===== config.mk =====
export PLATFORM = sky130hd
export DESIGN_NAME = ps2_mouse_cursor_tracker_core
export DESIGN_NICKNAME = d
export VERILOG_FILES = /design/src/ps2mct_pkg.sv /design/src/ps2mct_axis.sv /design/src/ps2mct_tracker.sv /design/src/ps2mct_pkg_unused_guard.sv /design/src/ps2_mouse_cursor_tracker_core.sv
export SDC_FILE = /design/constraint.sdc
export NUM_CORES = 1
export LEC_CHECK = 0
export ABC_AREA = 1
export BUFFER_PORTS_ARGS = -buffer_cell sky130_fd_sc_hd__buf_2
export CAP_MARGIN = 10
export CORE_ASPECT_RATIO = 1.1
export CORE_MARGIN = 3
export CORE_UTILIZATION = 45
export CTS_BUF_LIST = sky130_fd_sc_hd__clkbuf_16
export DETAILED_ROUTE_END_ITERATION = 6
export GPL_ROUTABILITY_DRIVEN = 0
export HOLD_SLACK_MARGIN = 0.06
export PLACE_DENSITY = 0.73
export REMOVE_ABC_BUFFERS = 1
export SKIP_LAST_GASP = 1
export SYNTH_ARGS = -nofsm -noshare
export SYNTH_HDL_FRONTEND = slang
export SYNTH_SLANG_ARGS = --single-unit
export TNS_END_PERCENT = 10

===== constraint.sdc =====
create_clock -name clk -period 3.2 [get_ports clk]
set_input_delay 0.48 -clock clk [delete_from_list [all_inputs] [get_ports clk]]
set_output_delay 0.48 -clock clk [all_outputs]
set_load 0.01 [all_outputs]

===== src/ps2mct_pkg.sv =====
// ps2mct_pkg: shared constants and types for the ps2 mouse cursor tracker
// used by every module of the block, no dependencies of its own
`timescale 1ns / 1ps

package ps2mct_pkg;

  // coordinate and register widths
  localparam int COORD_BITS    = 12;
  localparam int CURSOR_MARGIN = 5;
  localparam int CFG_W         = 13;
  localparam int CFG_IDX_W     = 1;
  localparam int DELTA_W       = 10;

  // register indexes on the configuration port
  localparam logic [CFG_IDX_W-1:0] CFG_SCREEN_WIDTH  = 1'd0;
  localparam logic [CFG_IDX_W-1:0] CFG_SCREEN_HEIGHT = 1'd1;

  // register reset values
  localparam logic [CFG_W-1:0] SCREEN_WIDTH_RESET  = CFG_W'(800);
  localparam logic [CFG_W-1:0] SCREEN_HEIGHT_RESET = CFG_W'(600);
  localparam logic [COORD_BITS-1:0] POS_X_RESET = COORD_BITS'(400);
  localparam logic [COORD_BITS-1:0] POS_Y_RESET = COORD_BITS'(300);

  // header byte bit positions
  localparam int HDR_ALIGN_BIT  = 3;
  localparam int HDR_X_SIGN_BIT = 4;
  localparam int HDR_Y_SIGN_BIT = 5;

  // place in the three byte packet
  typedef enum logic [2:0] {
    BYTE_HDR = 3'b001,
    BYTE_X   = 3'b010,
    BYTE_Y   = 3'b100
  } byte_state_t;

  // one controller byte as held in the input register
  typedef struct packed {
    logic       aux_flag;
    logic [7:0] data_byte;
  } byte_item_t;

endpackage


===== src/ps2mct_axis.sv =====
// ps2mct_axis: add a signed delta to one cursor axis and clamp it to the screen
// depends on ps2mct_pkg
`timescale 1ns / 1ps

module ps2mct_axis (
  input  logic [ps2mct_pkg::COORD_BITS-1:0] pos,
  input  logic signed [ps2mct_pkg::DELTA_W-1:0] delta,
  input  logic [ps2mct_pkg::CFG_W-1:0]      screen_size,
  output logic [ps2mct_pkg::COORD_BITS-1:0] pos_new
);
  import ps2mct_pkg::*;

  localparam int SUM_W  = COORD_BITS + 2;
  localparam int CALC_W = (SUM_W > CFG_W + 1) ? SUM_W : CFG_W + 1;
  localparam logic signed [CALC_W-1:0] COORD_MAX = CALC_W'((1 << COORD_BITS) - 1);

  logic signed [CALC_W-1:0] sum;
  logic signed [CALC_W-1:0] bound_raw;
  logic signed [CALC_W-1:0] bound;
  logic signed [CALC_W-1:0] clamped;

  // upper bound is size minus margin, saturated to the coordinate range
  always_comb begin
    bound_raw = signed'(CALC_W'(screen_size)) - signed'(CALC_W'(CURSOR_MARGIN));
    if (bound_raw < 0) begin
      bound = '0;
    end else if (bound_raw > COORD_MAX) begin
      bound = COORD_MAX;
    end else begin
      bound = bound_raw;
    end
  end

  // add, clamp low first, then high
  always_comb begin
    sum = signed'(CALC_W'(pos)) + CALC_W'(delta);
    clamped = sum;
    if (clamped < 0) begin
      clamped = '0;
    end
    if (clamped > bound) begin
      clamped = bound;
    end
    pos_new = clamped[COORD_BITS-1:0];
  end

endmodule


===== src/ps2mct_tracker.sv =====
// ps2mct_tracker: packet gathering, cursor state and the result register
// depends on ps2mct_pkg and ps2mct_axis
`timescale 1ns / 1ps

module ps2mct_tracker (
  input  logic                              clk,
  input  logic                              rst_n,
  input  logic                              step,
  input  ps2mct_pkg::byte_item_t            item,
  input  logic [ps2mct_pkg::CFG_W-1:0]      screen_width,
  input  logic [ps2mct_pkg::CFG_W-1:0]      screen_height,
  input  logic                              out_ready,
  output logic                              out_valid,
  output logic [ps2mct_pkg::COORD_BITS-1:0] out_cursor_x,
  output logic [ps2mct_pkg::COORD_BITS-1:0] out_cursor_y,
  output logic                              out_moved,
  output logic                              out_dropped
);
  import ps2mct_pkg::*;

  byte_state_t            state_r, state_nxt;
  logic [7:0]             hdr_r, hdr_nxt;
  logic [7:0]             xb_r, xb_nxt;
  logic [COORD_BITS-1:0]  pos_x_r, pos_x_nxt;
  logic [COORD_BITS-1:0]  pos_y_r, pos_y_nxt;
  logic                   out_valid_r;
  logic [COORD_BITS-1:0]  out_x_r, out_y_r;
  logic                   out_moved_r, out_dropped_r;
  logic                   moved, dropped;
  logic signed [DELTA_W-1:0] dx, dy;
  logic [8:0]             dy9;
  logic [COORD_BITS-1:0]  new_x, new_y;

  // 9-bit deltas from header sign bits, y negated for screen orientation
  always_comb begin
    dx  = signed'({hdr_r[HDR_X_SIGN_BIT], hdr_r[HDR_X_SIGN_BIT], xb_r});
    dy9 = {hdr_r[HDR_Y_SIGN_BIT], item.data_byte};
    dy  = -signed'({dy9[8], dy9});
  end

  ps2mct_axis u_axis_x (
    .pos         (pos_x_r),
    .delta       (dx),
    .screen_size (screen_width),
    .pos_new     (new_x)
  );

  ps2mct_axis u_axis_y (
    .pos         (pos_y_r),
    .delta       (dy),
    .screen_size (screen_height),
    .pos_new     (new_y)
  );

  // packet gathering and position update
  always_comb begin
    state_nxt = state_r;
    hdr_nxt   = hdr_r;
    xb_nxt    = xb_r;
    pos_x_nxt = pos_x_r;
    pos_y_nxt = pos_y_r;
    moved     = 1'b0;
    dropped   = 1'b0;
    if (step && item.aux_flag) begin
      case (state_r)
        BYTE_HDR: begin
          hdr_nxt   = item.data_byte;
          state_nxt = BYTE_X;
        end
        BYTE_X: begin
          xb_nxt    = item.data_byte;
          state_nxt = BYTE_Y;
        end
        default: begin
          state_nxt = BYTE_HDR;
          if (!hdr_r[HDR_ALIGN_BIT]) begin
            dropped = 1'b1;
          end else begin
            moved     = 1'b1;
            pos_x_nxt = new_x;
            pos_y_nxt = new_y;
          end
        end
      endcase
    end
  end

  // packet and cursor state
  always_ff @(posedge clk) begin
    if (!rst_n) begin
      state_r <= BYTE_HDR;
      hdr_r   <= '0;
      xb_r    <= '0;
      pos_x_r <= POS_X_RESET;
      pos_y_r <= POS_Y_RESET;
    end else begin
      state_r <= state_nxt;
      hdr_r   <= hdr_nxt;
      xb_r    <= xb_nxt;
      pos_x_r <= pos_x_nxt;
      pos_y_r <= pos_y_nxt;
    end
  end

  // result register valid
  always_ff @(posedge clk) begin
    if (!rst_n) begin
      out_valid_r <= 1'b0;
    end else if (step) begin
      out_valid_r <= 1'b1;
    end else if (out_ready) begin
      out_valid_r <= 1'b0;
    end
  end

  // result register payload
  always_ff @(posedge clk) begin
    if (step) begin
      out_x_r       <= pos_x_nxt;
      out_y_r       <= pos_y_nxt;
      out_moved_r   <= moved;
      out_dropped_r <= dropped;
    end
  end

  assign out_valid    = out_valid_r;
  assign out_cursor_x = out_x_r;
  assign out_cursor_y = out_y_r;
  assign out_moved    = out_moved_r;
  assign out_dropped  = out_dropped_r;

`ifndef ASSERT_OFF
  // a result never claims both a move and a drop
  a_moved_xor_dropped: assert property (@(posedge clk) disable iff (!rst_n)
    out_valid_r |-> !(out_moved_r && out_dropped_r))
    else $error("result flagged both moved and dropped");

  // the third flagged byte always closes the packet
  a_packet_closes: assert property (@(posedge clk) disable iff (!rst_n)
    (step && item.aux_flag && state_r == BYTE_Y) |=> state_r == BYTE_HDR)
    else $error("packet did not close on third byte");

  // the cursor only moves on a processed byte
  a_pos_hold: assert property (@(posedge clk) disable iff (!rst_n)
    !step |=> ($stable(pos_x_r) && $stable(pos_y_r)))
    else $error("cursor moved without a byte");

  // a processed byte always lands in the result register
  a_result_loaded: assert property (@(posedge clk) disable iff (!rst_n)
    step |=> out_valid_r)
    else $error("processed byte produced no result");

  // the result shows the cursor state it left behind
  a_result_matches: assert property (@(posedge clk) disable iff (!rst_n)
    step |=> (out_x_r == pos_x_r && out_y_r == pos_y_r))
    else $error("result differs from cursor state");
`endif

endmodule


===== src/ps2mct_pkg_unused_guard.sv =====
// ps2mct_cfg: configuration registers for the screen size bounds
// depends on ps2mct_pkg
`timescale 1ns / 1ps

module ps2mct_cfg (
  input  logic                                clk,
  input  logic                                rst_n,
  input  logic                                cfg_we,
  input  logic [ps2mct_pkg::CFG_IDX_W-1:0]    cfg_index,
  input  logic [ps2mct_pkg::CFG_W-1:0]        cfg_wdata,
  output logic [ps2mct_pkg::CFG_W-1:0]        screen_width,
  output logic [ps2mct_pkg::CFG_W-1:0]        screen_height
);
  import ps2mct_pkg::*;

  logic [CFG_W-1:0] width_r;
  logic [CFG_W-1:0] height_r;

  // register writes by index
  always_ff @(posedge clk) begin
    if (!rst_n) begin
      width_r  <= SCREEN_WIDTH_RESET;
      height_r <= SCREEN_HEIGHT_RESET;
    end else if (cfg_we) begin
      case (cfg_index)
        CFG_SCREEN_WIDTH:  width_r  <= cfg_wdata;
        CFG_SCREEN_HEIGHT: height_r <= cfg_wdata;
        default: begin
          width_r  <= width_r;
          height_r <= height_r;
        end
      endcase
    end
  end

  assign screen_width  = width_r;
  assign screen_height = height_r;

endmodule


===== src/ps2_mouse_cursor_tracker_core.sv =====
// ps2_mouse_cursor_tracker_core: top level of the ps2 mouse cursor tracker
// depends on ps2mct_pkg, ps2mct_cfg and ps2mct_tracker
`timescale 1ns / 1ps

// The block takes one controller byte per transfer and returns one result per byte:
// the cursor position after that byte and whether it completed a moved or a dropped
// packet. Bytes without the aux flag leave the state alone. It sustains one byte per
// clock cycle while the result register is free or draining; a byte's result is
// offered once it passes from the input register into the result register, which
// happens when that register is free or draining. The rate is set by the loop
// through the packet state and the position add-and-clamp feeding the cursor
// registers. Screen size registers may be written only while no byte is in flight.
module ps2_mouse_cursor_tracker_core (
  input  logic                              clk,
  input  logic                              rst_n,
  input  logic                              cfg_we,
  input  logic [ps2mct_pkg::CFG_IDX_W-1:0]  cfg_index,
  input  logic [ps2mct_pkg::CFG_W-1:0]      cfg_wdata,
  input  logic                              in_valid,
  output logic                              in_ready,
  input  logic                              in_aux_flag,
  input  logic [7:0]                        in_data_byte,
  output logic                              out_valid,
  input  logic                              out_ready,
  output logic [ps2mct_pkg::COORD_BITS-1:0] out_cursor_x,
  output logic [ps2mct_pkg::COORD_BITS-1:0] out_cursor_y,
  output logic                              out_moved,
  output logic                              out_dropped
);
  import ps2mct_pkg::*;

  logic             in_valid_r;
  byte_item_t       in_item_r;
  logic             step;
  logic [CFG_W-1:0] screen_width;
  logic [CFG_W-1:0] screen_height;

  ps2mct_cfg u_cfg (
    .clk           (clk),
    .rst_n         (rst_n),
    .cfg_we        (cfg_we),
    .cfg_index     (cfg_index),
    .cfg_wdata     (cfg_wdata),
    .screen_width  (screen_width),
    .screen_height (screen_height)
  );

  // a held byte moves on when the result register is free or draining
  assign step     = in_valid_r && (!out_valid || out_ready);
  assign in_ready = !in_valid_r || step;

  // input register
  always_ff @(posedge clk) begin
    if (!rst_n) begin
      in_valid_r <= 1'b0;
    end else if (in_ready) begin
      in_valid_r <= in_valid;
    end
  end

  always_ff @(posedge clk) begin
    if (in_ready) begin
      in_item_r.aux_flag  <= in_aux_flag;
      in_item_r.data_byte <= in_data_byte;
    end
  end

  ps2mct_tracker u_tracker (
    .clk           (clk),
    .rst_n         (rst_n),
    .step          (step),
    .item          (in_item_r),
    .screen_width  (screen_width),
    .screen_height (screen_height),
    .out_ready     (out_ready),
    .out_valid     (out_valid),
    .out_cursor_x  (out_cursor_x),
    .out_cursor_y  (out_cursor_y),
    .out_moved     (out_moved),
    .out_dropped   (out_dropped)
  );

endmodule

==> results.txt, run 1 <==
----------------------------------------------------
[Timing]
  Worst clock skew ... 0.0128 ns
  Upper clock frequency limit ... 0.305 GHz
  Tmin final ... 3.28 ns
  Setup violators final ... 18
  Final Hold Violating Endpoints ... 0
  Post-route worst setup slack ... -0.0822 ns
  Crit share post-route ... 1.03
  Setup repair after global routing missed its margin ... yes
  Slew margin rel. ... 0.269
  Final Max Tran Viols ... 0
  Transition time at the pin with the least slew margin ... 1.09 ns
  Final-layout worst hold slack ... 0.297 ns

[CTS]
  Number of clock buffers inserted by TritonCTS ... 9
  Count of H-tree levels built during CTS ... 3
  CTS Buffer Depth ... 2
  Root buffer selected by CTS ... clkbuf_16
  Clock transition at the registers of the reported paths ... 0.07 ns
  Clock latency on the worst-skew pair ... 0.35 ns
  Number of sinks driven by the clock tree ... 101
  CTS tree ... done

[Run]
  Number of max-cap violations ... 0

[Synth]
  Post-synth top flop ... dfxtp_1
  Mean post-synth cell area ... 6.79 sq um
  Proportion of synthesized chip area in sequential cells ... 0.339
  Distinct cells, synth ... 35
  Fraction of registers with async set/reset ... 0
  Instance count of the mapped netlist ... 1,030
  Post-synthesis cell area ... 7000 sq um
  Synthesis Warnings ... 0
  Flip-flop and latch count after synthesis ... 101
  Count of flip-flops with a built-in enable after synthesis ... 35

[Setup path]
  Crit Path Class ... reg2reg
  Number of cells on the critical path ... 20
  Slowest cell on crit path ... edfxtp_1
  R2r setup slk ... -0.08 ns
  Kind of launch point of the worst setup path ... flop
  Worst reg2reg path endpoint ... u_tracker.out_cursor_y[1]
  Register-to-Register Path Depth ... 20
  Critical path endpoint ... u_tracker.out_cursor_y[1]
  Worst setup path start ... in_item_r[0]
  Family with the most delay on the worst path ... adder cells
  Slowest stage delay, CP ... 0.45 ns
  Data required time at the worst endpoint ... 3.31 ns
  Arrival time worst endpoint ... 3.39 ns
  Critical register-to-register path startpoint ... in_item_r[0]
  Crit Path Max Fanout ... 5
  Type of element capturing the critical path ... flop
  Worst-path cell chain ... ha_2, fa_2, o21bai_4, buf_6, buf_4, xnor2_1, inv_1, nand2_2, inv_2, ha_4, nand2_2, inv_1, nand4_1, nor2_4, buf_4, a21oi_4, buf_6, a21oi_2, nand2_1, nand2_1
  Crit path buf inv count ... 7

[Final layout]
  Count of nets after finishing ... 1,228
  Share of cells above drive strength 1 ... 0.280
  Fill count ... 1,307
  Layout Cells excl Fill ... 1,345
  Antenna diode count ... 0
  Final design area excluding fillers ... 8890 sq um
  Area growth from synthesis to layout ... 27.1%

[Global route]
  Number of global-route vias before repair ... 6,056
  Number of antenna violations at the first check in global routing ... 0
  Wire length of the first global-routing pass ... 27,800 microns
  Largest net degree at the start of global routing ... 49
  Overall track demand over capacity in global routing ... 0.200
  Gr ovfl total ... 0

[Place]
  Dpl ws ... -0.176 ns
  IO Port Bufs ... 55
  Area after detailed placement ... 7860 sq um
  Number of placed instances, taps included ... 1,318
  Estimated wirelength of the detail-placed design ... 13,100 microns

[Floorplan]
  Height of the chip ... 137 microns
  Core footprint ... 15,100 sq um
  Die Area ... 17,100 sq um
  Die Span X ... 125 microns
  IO Pins ... 56
  Starting Density ... 0.463
  Rows ... 47

[Detailed routing]
  Detailed Routing Iterations Pass 1 ... 5
  Via Count ... 6,783
  Average routed wire per standard cell ... 13.5 microns
  Number of violations reported at the end of detailed-routing iteration 0 ... 475
  Drc violations ... 0
  Antenna viol nets, final ... 0
  Via density per instance ... 5.04
  Final wirelength ... 18,200 microns

[Power]
  Cell leakage power ... 4.50 nW
  Pwr Density ... 372 nW/um^2
  Maximum vdd drop ... 0.293 mV

[Outcome]
  Violated checks ... setup timing
  Status ... finished, violations left

[Hold path]
  Tightest Hold Check Type ... in2reg
  Hold Path Stages ... 1

----------------------------------------------------
==> flip-flops by register name (all words and copies together), names as in the netlist <==
name and flops:
in_item_r 9, in_valid_r 1, u_cfg.screen_height 13, u_cfg.screen_width 13, u_tracker.hdr_r 3, u_tracker.out_cursor_x 12, u_tracker.out_cursor_y 12, u_tracker.out_dropped 1
u_tracker.out_moved 1, u_tracker.out_valid 1, u_tracker.pos_x_r 12, u_tracker.pos_y_r 12, u_tracker.state_r 3, u_tracker.xb_r 8
==> worst min-delay path by stage <==
| stage | from | end | slack [ns] |
|---|---|---|---|
| 5_1_grt | in_data_byte[6] | in_item_r[6] | 0.29 |
| 6_report | in_data_byte[4] | in_item_r[4] | 0.30 |
| 2_1_floorplan | u_cfg.screen_height[1] | u_cfg.screen_height[1] | 0.46 |
| 3_5_place_dp | u_cfg.screen_height[1] | u_cfg.screen_height[1] | 0.48 |
| 4_1_cts | in_data_byte[4] | in_item_r[4] | 0.28 |
| 3_3_place_gp | u_tracker.state_r[2] | u_tracker.state_r[2] | 0.48 |
==> placed cells by master, fill, tap and decap left out, types with 2 or more instances in the layout <==
master     Yosys  final
nand2_1      333    303
inv_1        156    142
a21oi_1       80     66
nand3_1       72     61
buf_4          2     61
nor2_1        69     58
nand2_2       30     55
dfxtp_1       66     55
buf_2          7     55
edfxtp_1      35     35
o21ai_0       33     31
ha_1          54     28
ha_4           0     25
a21oi_2        9     20
inv_2          3     17
nor2_2         7     15
nand3_2        3     13
xor2_1        12     12
clkbuf_16      0      9
dfxtp_2        0      9
nand4_1        8      8
xnor2_1        8      8
nand2_4        1      7
buf_6          2      6
o21ai_2        4      5
o211ai_1       5      5
nand3b_1       4      4
o21ai_1        2      3
a21oi_4        0      3
nor3_2         2      3
nor2_4         0      3
clkinv_2       0      3
nor3_1         3      2
fa_2           0      2
conb_1         1      2
clkinv_4       0      2
dfxtp_4        0      2
==> per-layer routing <==
metal / vias up / wire, microns / GRT usage
met2: 159 / 8740 / 0.349
li1: 3503 / - / -
met1: 3082 / 8230 / 0.252
met5: - / 0 / 0
met3: 39 / 686 / 0.0297
met4: 0 / 531 / 0.0741
==> area by class of cell <==
cell class | instances | area (sq um) | area share
repair buffers | 123 | 821 | 0.0923
flip-flops and latches | 101 | 2390 | 0.269
clock inverters | 7 | 43.8 | 0.00493
inverters | 160 | 603 | 0.0678
clock buffers | 9 | 225 | 0.0253
multi-input cells | 749 | 4560 | 0.513
well taps | 196 | 245 | 0.0276
==> what timing repair did <==
| item | CTS | global route |
|---|---|---|
| hold buffers | 0 | 0 |
| buffers inserted | 2 | 6 |
| pin swaps | 7 | 55 |
| setup endpoints to repair | 38 | 48 |
| cloned | 1 | 2 |
| resized for setup | 20 | 131 |
==> kinds of logic after synthesis <==
group,share of synthesized area
AND/OR/NAND/NOR,0.323
AO/OA/AOI/OAI,0.107
XOR/XNOR,0.0250
other,0.000536
flip-flops,0.339
buffers and inverters,0.103
adder cells (fa/ha/maj),0.102
==> through the flow <==
stage | TNS, ns | util | power (mW)
2_1_floorplan | -0.309 | - | 1.90
3_3_place_gp | -1.98 | 0.520 | 2.13
3_5_place_dp | -3.09 | 0.520 | 2.14
4_1_cts | -0.00139 | 0.546 | 3.18
5_1_grt | -5.11 | 0.588 | 3.47
6_report | -0.762 | 0.588 | 3.30
==> where the power goes <==
part           leakage [nW]  internal [mW]  total [mW]  switching (mW)
registers             0.867           1.37        1.40          0.0348
clock network         0.136          0.524        1.03           0.502
logic                  3.50          0.359       0.875           0.516
==> synthesized netlist by cell type (2+ instances only) <==
master    instances  area [sq um]
nand2_1         333          1250
inv_1           156           586
a21oi_1          80           400
nand3_1          72           360
nor2_1           69           259
dfxtp_1          66          1320
ha_1             54           676
edfxtp_1         35          1050
o21ai_0          33           165
nand2_2          30           188
xor2_1           12           105
clkbuf_1         11          41.3
a21oi_2           9          78.8
nand4_1           8          50.1
xnor2_1           8          70.1
buf_2             7          35.0
nor2_2            7          43.8
o211ai_1          5          37.5
nand3b_1          4          30.0
o21ai_2           4          35.0
inv_2             3          11.3
nand3_2           3          30.0
nor3_1            3          15.0
buf_4             2          15.0
buf_6             2          22.5
fa_1              2          40.0
nor3_2            2          20.0
o21ai_1           2          10.0
o21bai_1          2          15.0
No activity file was read; power rests on OpenSTA's default activity.
==> inputs of run 2 (changes only) <==
- SYNTH_HIERARCHICAL: default -> 1
==> results.txt, run 2 <==
----------------------------------------------------
[Outcome]
  Status ... finished, violations left
  Violated checks ... setup timing

[Synth]
  Synth top area share ... 0.169
  Flip-flop and latch count after synthesis ... 101
  Mean post-synth cell area ... 6.69 sq um
  Most numerous cell types in the synthesized netlist ... nand2_1 (330), inv_1 (200), nor2_1 (116)
  Post-synthesis cell area ... 7810 sq um
  Count of flip-flops with a built-in enable after synthesis ... 35
  Synthesis Warnings ... 6
  Most area-consuming cells after synthesis ... dfxtp_1 (17%), nand2_1 (16%), edfxtp_1 (13%), inv_1 (9.6%), ha_1 (8.8%)
  Instance count of the mapped netlist ... 1,168
  Fraction of registers with async set/reset ... 0
  Distinct cells, synth ... 38
  Most instantiated library cell after synthesis ... nand2_1
  Post-synth top flop ... dfxtp_1
  Proportion of synthesized chip area in sequential cells ... 0.304
  Cell type with the highest aggregate area in the netlist ... dfxtp_1

[Setup path]
  Data required time at the worst endpoint ... 3.31 ns
  Most used cell along the critical path ... nand2_1
  Crit Path Class ... reg2reg
  Slowest stage delay, CP ... 0.42 ns
  Slowest cell on crit path ... edfxtp_1
  Kind of launch point of the worst setup path ... flop
  Arrival time worst endpoint ... 4.29 ns
  Crit Path Max Fanout ... 8
  Type of element capturing the critical path ... flop

[Floorplan]
  Die Area ... 19,000 sq um
  Height of the chip ... 144 microns
  Rows ... 49
  Starting Density ... 0.469
  IO Pins ... 56
  Core footprint ... 16,700 sq um
  Die Span X ... 132 microns

[CTS]
  Clock latency on the worst-skew pair ... 0.36 ns
  Count of H-tree levels built during CTS ... 3
  Clock transition at the registers of the reported paths ... 0.08 ns
  Number of sinks driven by the clock tree ... 101
  Root buffer selected by CTS ... clkbuf_16
  Number of clock buffers inserted by TritonCTS ... 9
  CTS tree ... done
  CTS Buffer Depth ... 2

[Power]
  Net switching component of the power ... 1.35 mW
  Cell leakage power ... 5.37 nW
  Final Power ... 3.94 mW
  Sw Ratio ... 0.343
  Pwr Density ... 394 nW/um^2
  Power share of the combinational group ... 0.347
  Cell internal pwr ... 2.59 mW
  Share of total power in the clock network ... 0.290
  Sequential cell fraction of total power ... 0.362
  Maximum vdd drop ... 0.283 mV

[Global route]
  Largest net degree at the start of global routing ... 47
  Number of global-route vias before repair ... 7,343
  Number of antenna violations at the first check in global routing ... 0
  Gr ovfl total ... 0
  Overall track demand over capacity in global routing ... 0.216
  Wire length of the first global-routing pass ... 33,900 microns

[Final layout]
  Final design area excluding fillers ... 10,000 sq um
  Most frequent cells in the layout ... nand2_1 (308), inv_1 (198), buf_4 (133)
  Area growth from synthesis to layout ... 28.1%
  Count of nets after finishing ... 1,424
  Layout Cells excl Fill ... 1,573
  Antenna diode count ... 0
  Most common cell after layout, fill and taps aside ... nand2_1
  Share of cells above drive strength 1 ... 0.257

[Detailed routing]
  Highest signal layer in the routed design ... met4
  Detailed Routing Iterations Pass 1 ... 6
  Via density per instance ... 5.00
  Sum of met3 wire segment lengths after detailed routing ... 869 microns
  Drc violations ... 0
  Number of violations reported at the end of detailed-routing iteration 0 ... 648
  Average routed wire per standard cell ... 13.6 microns
  Via Count ... 7,872
  Final wirelength ... 21,400 microns
  Routed length on met1 ... 8930 microns
  Antenna viol nets, final ... 0
  Met2 wire length ... 11,000 microns

[Timing]
  Transition time at the pin with the least slew margin ... 0.890 ns
  Worst clock skew ... 0.00819 ns
  Slew margin rel. ... 0.406
  Tmin final ... 4.18 ns
  Crit share post-route ... 1.31
  Post-route worst setup slack ... -0.977 ns
  Final Hold Violating Endpoints ... 0
  Setup repair after global routing missed its margin ... yes
  Final Max Tran Viols ... 0
  Upper clock frequency limit ... 0.239 GHz
  Setup violators final ... 48

[Place]
  Dpl ws ... -1.12 ns
  Number of placed instances, taps included ... 1,551
  Estimated wirelength of the detail-placed design ... 15,900 microns
  Area after detailed placement ... 9180 sq um
  IO Port Bufs ... 55

[Hold path]
  Tightest Hold Check Type ... in2reg

[Run]
  Number of max-cap violations ... 0

----------------------------------------------------
run 2: final cells by class:
cell class              instances  area (sq um)
fillers                      1531          6670
repair buffers                195          1360
inverters                     209           797
clock buffers                   9           225
clock inverters                 7          86.3
well taps                     229           287
flip-flops and latches        101          2370
multi-input cells             823          4880
run 2: kinds of logic (layout without fill, tap and decap cells):
group                      Yosys count  count (layout)  share of synthesized area
other                                2               2                   0.000961
xor gates and xnor gates            33              33                     0.0370
adders and majority gates           57              57                     0.0932
DFF                                101             101                      0.304
AOI/OAI and AO/OA                   89              89                     0.0628
buffers and inverters              244             420                      0.129
and+or+nand+nor                    642             642                      0.373
run 2: per-stage QoR:
| stage | setup TNS (ns) | hold WS [ns] | util |
|---|---|---|---|
| 2_1_floorplan | -72.33 | 0.427 | - |
| 3_3_place_gp | -28.32 | 0.439 | 0.550 |
| 3_5_place_dp | -32.14 | 0.442 | 0.550 |
| 4_1_cts | -30.29 | 0.282 | 0.573 |
| 5_1_grt | -43.57 | 0.285 | 0.600 |
| 6_report | -30.35 | 0.293 | 0.600 |
run 2: worst paths after layout:
| check | to | from | slack [ns] | depth (start not counted) |
|---|---|---|---|---|
| worst max-delay path | u_tracker/out_cursor_y[3] | in_item_r[2] | -0.98 | 29 |
| worst min-delay path | in_item_r[8] | in_aux_flag | 0.29 | 1 |
| worst max register to register | u_tracker/out_cursor_y[3] | in_item_r[2] | -0.98 | 29 |
| worst min register to register | u_tracker/xb_r[2] | u_tracker/xb_r[2] | 0.46 | 2 |
run 2: power by group through the flow:
stage	Sequential (mW)	Clock (mW)	Combinational, mW
after detailed placement	1.46	0	1.14
final	1.43	1.15	1.37
after floorplan	1.45	0	0.678
after CTS	1.43	1.16	1.17
after global routing	1.44	1.23	1.51
after global placement	1.45	0	1.11
run 2: worst max-delay path: cells and delay by family, from the launching register on:
| kind | cells | cell delay, ns |
|---|---|---|
| AND/OR/NAND/NOR | 19 | 1.89 |
| buffers and inverters | 4 | 0.63 |
| adder cells (fa/ha/maj) | 2 | 0.56 |
| flip-flops | 1 | 0.42 |
| AO/OA/AOI/OAI | 4 | 0.42 |
run 2: metal layers:
layer	vias to the layer above	GRT usage
li1	4033	-
met1	3600	0.253
met2	195	0.409
met3	44	0.0257
met4	0	0.0824
met5	-	0
run 2: what timing repair did:
action	in CTS	in global routing
gates resized for setup	17	86
pin swaps	13	47
hold buffers	0	0
gates cloned	0	3
setup endpoints to repair	48	48
buffers inserted	1	2
